===== src/rtl/ppm_see_pkg.sv =====
package ppm_see_pkg;

  localparam int ROWS          = 44;
  localparam int COLS          = 8;
  localparam int ENTRIES       = ROWS * COLS;
  localparam int ROW_W         = $clog2(ROWS);
  localparam int COL_W         = $clog2(COLS);
  localparam int ENTRY_W       = ROW_W + COL_W;
  localparam int MAX_SHIFT_DEF = 7;

  localparam logic [ROW_W-1:0]   LAST_ROW      = ROW_W'(ROWS - 1);
  localparam logic [COL_W-1:0]   LAST_COL      = COL_W'(COLS - 1);
  localparam logic [ENTRY_W-1:0] RESERVED_ENTRY = ENTRY_W'((ROWS - 1) * COLS);
  localparam logic [3:0]         TF_FACTOR     = 4'd11;
  localparam logic [8:0]         FULL_ALPHABET = 9'd256;

  localparam logic [1:0] FUNC_QUERY  = 2'd0;
  localparam logic [1:0] FUNC_UPDATE = 2'd1;
  localparam logic [1:0] FUNC_REINIT = 2'd2;

  typedef struct packed {
    logic [15:0] sum;
    logic [3:0]  shift;
    logic [7:0]  count;
  } ctx_t;

  typedef struct packed {
    logic capture;
    logic sweep_wr;
    logic exec;
  } see_cmd_t;

  typedef struct packed {
    logic sweep_last;
    logic out_free;
  } see_sts_t;

  // Row bucket of diff-1, with diff clamped to 1..256.
  function automatic logic [ROW_W-1:0] diff_bucket(input logic [8:0] d);
    logic [7:0] i;
    logic [7:0] t;
    if (d == 9'd0) begin
      i = 8'd0;
    end else if (d > FULL_ALPHABET) begin
      i = 8'd255;
    end else begin
      i = 8'(d - 9'd1);
    end
    if (i < 8'd4) begin
      t = i;
    end else if (i < 8'd12) begin
      t = 8'd4 + ((i - 8'd4) >> 1);
    end else if (i < 8'd44) begin
      t = 8'd8 + ((i - 8'd12) >> 2);
    end else begin
      t = 8'd16 + ((i - 8'd44) >> 3);
    end
    return t[ROW_W-1:0];
  endfunction

endpackage


===== src/rtl/ppm_see_ctrl.sv =====
module ppm_see_ctrl
  import ppm_see_pkg::*;
(
  input  logic       clk,
  input  logic       rst,
  input  logic       in_valid,
  input  logic [1:0] func,
  input  see_sts_t   sts,
  output logic       in_stall,
  output see_cmd_t   cmd
);

  typedef enum logic [1:0] {
    S_SWEEP,
    S_IDLE,
    S_EXEC
  } state_t;

  state_t state, state_next;
  logic   report, report_next;

  always_comb begin
    state_next  = state;
    report_next = report;
    cmd         = '0;
    case (state)
      S_IDLE: begin
        if (in_valid) begin
          cmd.capture = 1'b1;
          if (func == FUNC_REINIT) begin
            state_next  = S_SWEEP;
            report_next = 1'b1;
          end else begin
            state_next = S_EXEC;
          end
        end
      end
      S_SWEEP: begin
        cmd.sweep_wr = 1'b1;
        if (sts.sweep_last) begin
          state_next  = report ? S_EXEC : S_IDLE;
          report_next = 1'b0;
        end
      end
      S_EXEC: begin
        if (sts.out_free) begin
          cmd.exec   = 1'b1;
          state_next = S_IDLE;
        end
      end
      default: state_next = S_IDLE;
    endcase
  end

  // Reset starts with a sweep that loads the table and reports nothing.
  always_ff @(posedge clk) begin
    if (rst) begin
      state  <= S_SWEEP;
      report <= 1'b0;
    end else begin
      state  <= state_next;
      report <= report_next;
    end
  end

  assign in_stall = (state != S_IDLE);

endmodule


===== config.mk =====
export PLATFORM = sky130hd
export DESIGN_NAME = ppm_see_ctrl
export DESIGN_NICKNAME = d
export VERILOG_FILES = /design/src/rtl/ppm_see_pkg.sv /design/src/rtl/ppm_see_ctrl.sv
export SDC_FILE = /design/constraint.sdc
export NUM_CORES = 1
export LEC_CHECK = 0
export ABC_AREA = 1
export BUFFER_PORTS_ARGS = -buffer_cell sky130_fd_sc_hd__buf_2
export CORE_AREA = 3 3 40 42
export DETAILED_ROUTE_END_ITERATION = 16
export DIE_AREA = 0 0 43 45
export GPL_TIMING_DRIVEN = 1
export PLACE_DENSITY_LB_ADDON = 0.1
export SYNTH_ARGS = -nofsm -noshare
export SYNTH_HDL_FRONTEND = slang
export SYNTH_SLANG_ARGS = --single-unit

===== constraint.sdc =====
create_clock -name clk -period 0.95 [get_ports clk]
set_clock_uncertainty 0.1 [all_clocks]
set_input_delay 0.19 -clock clk [delete_from_list [all_inputs] [get_ports clk]]
set_output_delay 0.19 -clock clk [all_outputs]
set_load 0.01 [all_outputs]

==> results of run 1 <==
report_power, final:
group	switching [mW]	internal [mW]	leakage [nW]
registers	0.0641	0.185	0.0261
logic	0.254	0.269	0.160
clock network	0.0595	0.157	0.0150
per-layer routing:
layer,routed length (um),track usage (%),share of wire (%),up-vias
li1,-,-,-,143
met2,278,10.5,55,8
met4,9,7.23,1.8,0
met5,0,0,0,-
met1,177,5.04,35,112
met3,42,2.79,8.3,2
synthesized netlist by cell type:
master   count  share of area [%]
o21ai_0      1                2.5
nand2_1      7                 13
nor3_1       1                2.5
nand2_2      1                3.2
nor2_2       1                3.2
nand3_1      4                 10
dfxtp_1      3                 31
o21a_1       1                3.8
inv_1        7                 13
nor2_1       9                 17
through the flow:
step / setup slack [ns] / power [mW] / hold WS (ns)
2_1_floorplan: -0.0372 / 0.501 / 0.235
3_3_place_gp: -0.0749 / 0.651 / 0.353
3_5_place_dp: -0.0535 / 0.638 / 0.350
4_1_cts: -0.243 / 0.952 / 0.103
5_1_grt: -0.289 / 1.07 / 0.111
6_report: -0.238 / 0.989 / 0.109
flip-flops by register name, summed over array words and instances, names as in the netlist:
| name | count |
|---|---|
| report | 1 |
| state | 2 |
cells by family after synthesis:
kind of cell	after synthesis
buf+inv	7
compound gates	2
flops	3
simple gates	23
path summary, 6_finish.rpt:
path / to / slack, ns / cells after the start
setup / recovery: cmd[2] / -0.24 / 4
hold / removal: state[1]$_SDFFE_PP0P_ / 0.11 / 3
setup reg to reg: state[1]$_SDFFE_PP0P_ / -0.18 / 5
hold reg to reg: report$_SDFFE_PP0P_ / 0.40 / 2
critical path: cells and delay by family (launching register included):
kind,cells,cell delay [ns]
DFF,1,0.35
and+or+nand+nor,2,0.15
buffers and inverters,2,0.17
cell type report:
class	count	area [um2]	share of cell area (%)
inverters	7	28.8	7.57
repair buffers	14	92.6	24.3
multi-input cells	25	146	38.5
flip-flops and latches	3	67.6	17.8
well taps	15	18.8	4.93
clock buffers	4	26.3	6.91
timing repair:
item	4_1_cts	5_1_grt
buffers inserted	2	0
endpoints found under the hold margin	0	0
pin swaps	4	1
setup endpoints to repair	7	7
gates resized for setup	4	5
==> flow_summary.toml, run 1 <==
[run_status]
status = "complete, but fails checks"
violations = "setup timing"

[cts]
tritoncts = "built"
numCtsBuffers = 3
cts.sinks = 3
cts.reportedPaths.clkPinSlew_ns = 0.03
clock_latency_ns = 0.23
ctsHoldBuffers = 0
cts_root_buf = "clkbuf_4"
clock_path_buffers = 2
h-tree-depth = 1

[global_routing]
first_global_vias = 241
grt_max_degree = 5
grt.overflow.total = 0
grt_pass1_wl_um = 828
gr-usage-all-layers_pct = 6.23
antenna_found_initial = 0

[routing]
wl_per_cell_um = 7.47
viasPerCell = 3.90
wl_um = 508
postRouteAntennaNets = 0
detail_route.first_pass.iterations = 4
drc = 0
vias = 265
drt_iter0_markers = 1

[placement]
io_buffers = 10
placed_cell_area_um2 = 300
dp.final_hpwl_um = 438
dp_cells = 62
gp_congestion = 0.649

[setup_path]
critPathArrivalTime_ns = 0.90
worstSetupPathType = "flop to primary output"
crit_required_ns = 0.66
cp-start-kind = "flop"
crit_fanout = 3
max_stage_delay_ns = 0.35
path_cells = "inv_4, nand2_4, nor2_4, buf_6"
end_kind = "primary output"
critPathLaunch = "state[1]$_SDFFE_PP0P_"
crit_slowest_cell = "dfxtp_4"
timing.rr.start = "state[0]$_SDFFE_PP0P_"

[sta]
tightest_slew_ns = 0.115
post-route-period-util_pct = 125
hold_violations = 0
rsz0062_at_grt = "yes"
setup_ws_ns = -0.238
setup_viol = 7
tns_ns = -1.23
slew_headroom_pct = 92.3
fmax_ghz = 0.842
post-route-min-period_ns = 1.19
drv_slew = 0

[logic_synthesis]
synth_top_family_by_area = "simple AND/OR/NAND/NOR gates"
yosys.area_share.simple_pct = 49.7
yosys-mux-area-fraction_pct = 0
synth_area_um2 = 196
synth_cell_types = 10
seq_area_frac_synth_pct = 30.6
syn-mean-instance-area_um2 = 5.61
synth_compound_area_share_pct = 6.37
synth-xor-area-share_pct = 0
synth_adder_area_share_pct = 0
synth-seq-cells = 3
synth_nets = 42
syn-instance-count = 35
ys_warn_count = 0

[pwr]
p_leak_nw = 0.201
powerDensity_nw_per_um2 = 2600
peakVddDrop_mv = 0.664

[hold_path]
hp-class = "primary input to flop"
min_from = "rst"

[flow_run]
maxCapViolations = 0

[final_layout]
nFillCells = 155
insertedDiodeCount = 0
fin_nets = 61
final-instance-count-excl-fill = 68
final_layout_size_suffix_gt1_share_pct = 52.8
final_cell_mix = "nor2_1, buf_2, inv_1"
final_cell_area_um2 = 380
final_util_pct = 29.6
area_growth_pct = 93.6

[floorplan]
die_y_um = 45
ioPinCount = 11
row_count = 13
start_util_pct = 15.3
die_x_um = 43
core_area_um2 = 1280
dieArea_um2 = 1940
No activity file was read; power rests on OpenSTA's default activity.
==> run 2, diff against run 1 <==
--- a/config.mk
+++ b/config.mk
@@ -12,6 +12,7 @@
 export DIE_AREA = 0 0 43 45
 export GPL_TIMING_DRIVEN = 1
 export PLACE_DENSITY_LB_ADDON = 0.1
+export SKIP_CTS_REPAIR_TIMING = 1
 export SYNTH_ARGS = -nofsm -noshare
 export SYNTH_HDL_FRONTEND = slang
 export SYNTH_SLANG_ARGS = --single-unit
==> flow_summary.toml, run 2 (synthesis gave the netlist of run 1 again) <==
[run_status]
status = "complete, but fails checks"
violations = "setup timing"

[hold_path]
hp-class = "primary input to flop"
min_to = "state[1]$_SDFFE_PP0P_"
hold_depth = 3
min_from = "rst"

[final_layout]
insertedDiodeCount = 0
final_cell_area_um2 = 369
top_register = "state"
area_growth_pct = 87.9
nFillCells = 157
fin_nets = 60
largestRegisters = "state: 2 flops, report: 1 flops"
final_layout_size_suffix_gt1_share_pct = 50.0
final_common_cell = "buf_2"
final_cell_mix = "buf_2, nor2_1, inv_1, nand2_1"
largest_reg_flops = 2

[pwr]
seqPwrFrac_pct = 26.4
comb_power_share_pct = 51.1
peakVddDrop_mv = 0.664
power_switching_uw = 374
total_power_uw = 962
netSwitchingFraction_pct = 38.9
powerDensity_nw_per_um2 = 2610
power.share.clock_pct = 22.5
p_leak_nw = 0.199
intPower_uw = 588

[setup_path]
r2r_cells = 5
end_kind = "primary output"
cp-start-kind = "flop"
crit_required_ns = 0.66
regToRegEndpoint = "state[1]$_SDFFE_PP0P_"
regToRegSetupSlack_ns = -0.16
timing.rr.start = "state[0]$_SDFFE_PP0P_"
worstSetupPathType = "flop to primary output"
crit_fanout = 6
critPathArrivalTime_ns = 0.90

[routing]
drc = 0
drt_iter0_markers = 4
viasPerCell = 3.97
detail_route.first_pass.iterations = 4
postRouteAntennaNets = 0
wl_per_cell_um = 7.69
vias = 266
wl_um = 515

[cts]
cts_root_buf = "clkbuf_4"
tritoncts = "built"
clock_latency_ns = 0.23
numCtsBuffers = 3
cts.reportedPaths.clkPinSlew_ns = 0.03
h-tree-depth = 1
cts.sinks = 3
clock_path_buffers = 2

[global_routing]
antenna_found_initial = 0
met2_usage_pct = 9.58
gr-usage-all-layers_pct = 5.90
grt.overflow.total = 0
grt_max_degree = 8
grtUsageMet3_pct = 2.79
grt_use_met1_pct = 4.80
first_global_vias = 220
busiest_layer = "met2"
grt_pass1_wl_um = 772

[floorplan]
dieArea_um2 = 1940
die_y_um = 45
start_util_pct = 15.3
core_area_um2 = 1280
die_x_um = 43
row_count = 13
ioPinCount = 11

[sta]
rsz0062_at_grt = "yes"
fmax_ghz = 0.842
slew_headroom_pct = 87.3
post-route-min-period_ns = 1.19
setup_ws_ns = -0.238
drv_slew = 0
tightest_slew_ns = 0.189
tns_ns = -1.24
setup_viol = 7
post-route-period-util_pct = 125
hold_violations = 0

[placement]
gp_congestion = 0.649
dp_slack_ns = -0.0535
dp.final_hpwl_um = 438
io_buffers = 10
placed_cell_area_um2 = 300

[flow_run]
maxCapViolations = 0
run 2: stage by stage:
| step | hold slack (ns) | utilization, % | std cells |
|---|---|---|---|
| finish | 0.109 | 28.7 | 67 |
| global placement | 0.353 | 23.4 | 62 |
| floorplan | 0.235 | - | 35 |
| detailed placement | 0.350 | 23.4 | 62 |
| CTS | 0.105 | 25.4 | 66 |
| global route | 0.111 | 28.7 | 67 |
run 2: worst max path at each step:
stage                          startpoint                    end  depth (start not counted)  slack, ns
finish              state[0]$_SDFFE_PP0P_                 cmd[0]                          2      -0.24
global route        state[1]$_SDFFE_PP0P_                 cmd[2]                          4      -0.28
CTS                 state[1]$_SDFFE_PP0P_                 cmd[0]                          3      -0.30
detailed placement  state[1]$_SDFFE_PP0P_  state[1]$_SDFFE_PP0P_                          4      -0.05
global placement    state[1]$_SDFFE_PP0P_  state[1]$_SDFFE_PP0P_                          4      -0.07
floorplan           state[0]$_SDFFE_PP0P_    report$_SDFFE_PP0P_                          6      -0.04
run 2: per-layer routing:
layer	part of all wire (%)	wire length, um	vias up
li1	-	-	142
met1	36	184	114
met2	54	279	8
met3	8.2	42	2
met4	1.7	9	0
met5	0	0	-
run 2: power groups by stage:
stage / clock (mW) / combinational [mW] / sequential, mW
final: 0.217 / 0.491 / 0.254
after global routing: 0.238 / 0.542 / 0.262
after CTS: 0.228 / 0.394 / 0.243
after detailed placement: 0 / 0.394 / 0.244
after global placement: 0 / 0.404 / 0.247
after floorplan: 0 / 0.266 / 0.234
run 2: area by class of cell:
| type | count | area (um2) | share of cell area (%) |
|---|---|---|---|
| multi-input cells | 25 | 143 | 38.6 |
| clock buffers | 4 | 26.3 | 7.12 |
| inverters | 7 | 28.8 | 7.80 |
| repair buffers | 13 | 85.1 | 23.1 |
| well taps | 15 | 18.8 | 5.08 |
| flip-flops and latches | 3 | 67.6 | 18.3 |
run 2: worst max-delay path: stages, from the launching register on:
cell and delay (ns):
dfxtp_4 0.36, nor3_2 0.16, buf_2 0.14
==> run 3, diff against run 2 <==
--- a/config.mk
+++ b/config.mk
@@ -7,11 +7,12 @@
 export LEC_CHECK = 0
 export ABC_AREA = 1
 export BUFFER_PORTS_ARGS = -buffer_cell sky130_fd_sc_hd__buf_2
-export CORE_AREA = 3 3 40 42
+export CORE_AREA = 2 2 39 41
 export DETAILED_ROUTE_END_ITERATION = 16
-export DIE_AREA = 0 0 43 45
+export DIE_AREA = 0 0 41 43
 export GPL_TIMING_DRIVEN = 1
 export PLACE_DENSITY_LB_ADDON = 0.1
+export RECOVER_POWER = 50
 export SKIP_CTS_REPAIR_TIMING = 1
 export SYNTH_ARGS = -nofsm -noshare
 export SYNTH_HDL_FRONTEND = slang
==> constraint.sdc (replaced) <==
create_clock -name clk -period 1 [get_ports clk]
set_clock_uncertainty 0.1 [all_clocks]
set_input_delay 0.2 -clock clk [delete_from_list [all_inputs] [get_ports clk]]
set_output_delay 0.2 -clock clk [all_outputs]
set_load 0.01 [all_outputs]
==> flow_summary.toml, run 3 (synthesis gave the netlist of run 1 again) <==
[global_routing]
grt.overflow.total = 0
grt_pass1_wl_um = 821
antenna_found_initial = 0
gr-usage-all-layers_pct = 7.41
first_global_vias = 216
grt_max_degree = 8

[setup_path]
crit_fanout = 7
cp-start-kind = "flop"
crit_required_ns = 0.70
end_kind = "primary output"
worstSetupPathType = "flop to primary output"
critPathArrivalTime_ns = 0.90

[sta]
post-route-period-util_pct = 120
setup_ws_ns = -0.204
rsz0062_at_grt = "yes"
tightest_slew_ns = 0.213
hold_violations = 0
slew_headroom_pct = 85.6
timing.hold.ws_ns = 0.140
drv_slew = 0
post-route-min-period_ns = 1.20
fmax_ghz = 0.830
setup_viol = 7

[placement]
gp_congestion = 0.643
dp.final_hpwl_um = 409
placed_cell_area_um2 = 284
dp_slack_ns = -0.0661
io_buffers = 10

[pwr]
powerDensity_nw_per_um2 = 2510
p_leak_nw = 0.196
peakVddDrop_mv = 0.558

[cts]
clock_path_buffers = 2
numCtsBuffers = 3
cts.reportedPaths.clkPinSlew_ns = 0.04
clock_latency_ns = 0.23
cts_root_buf = "clkbuf_4"
tritoncts = "built"
h-tree-depth = 1
cts.sinks = 3

[final_layout]
final_layout_size_suffix_gt1_share_pct = 51.9
largestRegisters = "state: 2 flops, report: 1 flops"
final_common_cell = "buf_2"
final_cell_mix = "buf_2, nor2_1, inv_1"
top_register = "state"
nFillCells = 166
final_util_pct = 26.2
largest_reg_flops = 2
final_cell_area_um2 = 363
fin_nets = 60
area_growth_pct = 84.7
insertedDiodeCount = 0

[floorplan]
core_area_um2 = 1380
dieArea_um2 = 1760
ioPinCount = 11
die_y_um = 43
row_count = 14
start_util_pct = 14.2
die_x_um = 41

[routing]
postRouteAntennaNets = 0
drt_iter0_markers = 3
vias = 253
wl_um = 523
viasPerCell = 3.72
drc = 0
wl_per_cell_um = 7.69
detail_route.first_pass.iterations = 4

[hold_path]
hp-class = "primary input to flop"

[run_status]
violations = "setup timing"
status = "complete, but fails checks"

[flow_run]
maxCapViolations = 0
==> run 3: cell counts in the layout (fill, tap and decap cells not counted) <==
No cell type changed its count.
==> run 3: layout make-up <==
type                            instances  area (um2)  area share [%]
Clock buffer                            4        26.3            7.24
Inverter                                7        28.8            7.93
Multi-Input combinational cell         25         135            37.2
Sequential cell                         3        67.6            18.6
Tap cell                               16        20.0            5.52
Timing Repair Buffer                   13        85.1            23.4
==> run 3: power by group <==
part	switching [mW]	total (mW)	internal, mW
Clock	0.0563	0.205	0.149
Sequential	0.0646	0.241	0.176
Combinational	0.227	0.465	0.238
==> run 3: layer usage <==
layer / routed length, um / track usage (%)
met5: 0 / 0
met4: 0 / 6.00
met3: 35 / 4.71
met2: 273 / 9.38
met1: 214 / 8.31
==> run 3: worst max-delay path: stages (launching register included) <==
cell and delay (ns):
dfxtp_4 0.36, nor3_2 0.16, buf_2 0.15
==> run 3: path summary, 6_finish.rpt <==
kind	start	endpoint	slack (ns)	cells after the start
min reg2reg	report$_SDFFE_PP0P_	report$_SDFFE_PP0P_	0.38	2
max	state[0]$_SDFFE_PP0P_	cmd[0]	-0.20	2
min	rst	state[1]$_SDFFE_PP0P_	0.14	3
max reg2reg	state[0]$_SDFFE_PP0P_	state[1]$_SDFFE_PP0P_	-0.07	3
==> run 3: metrics by stage <==
| stage | instances | TNS [ns] | total power [mW] |
|---|---|---|---|
| 2_1_floorplan | 35 | -0.0172 | 0.448 |
| 3_3_place_gp | 62 | -0.276 | 0.568 |
| 3_5_place_dp | 62 | -0.212 | 0.558 |
| 4_1_cts | 66 | -1.12 | 0.776 |
| 5_1_grt | 68 | -1.27 | 1.00 |
| 6_report | 68 | -0.821 | 0.911 |
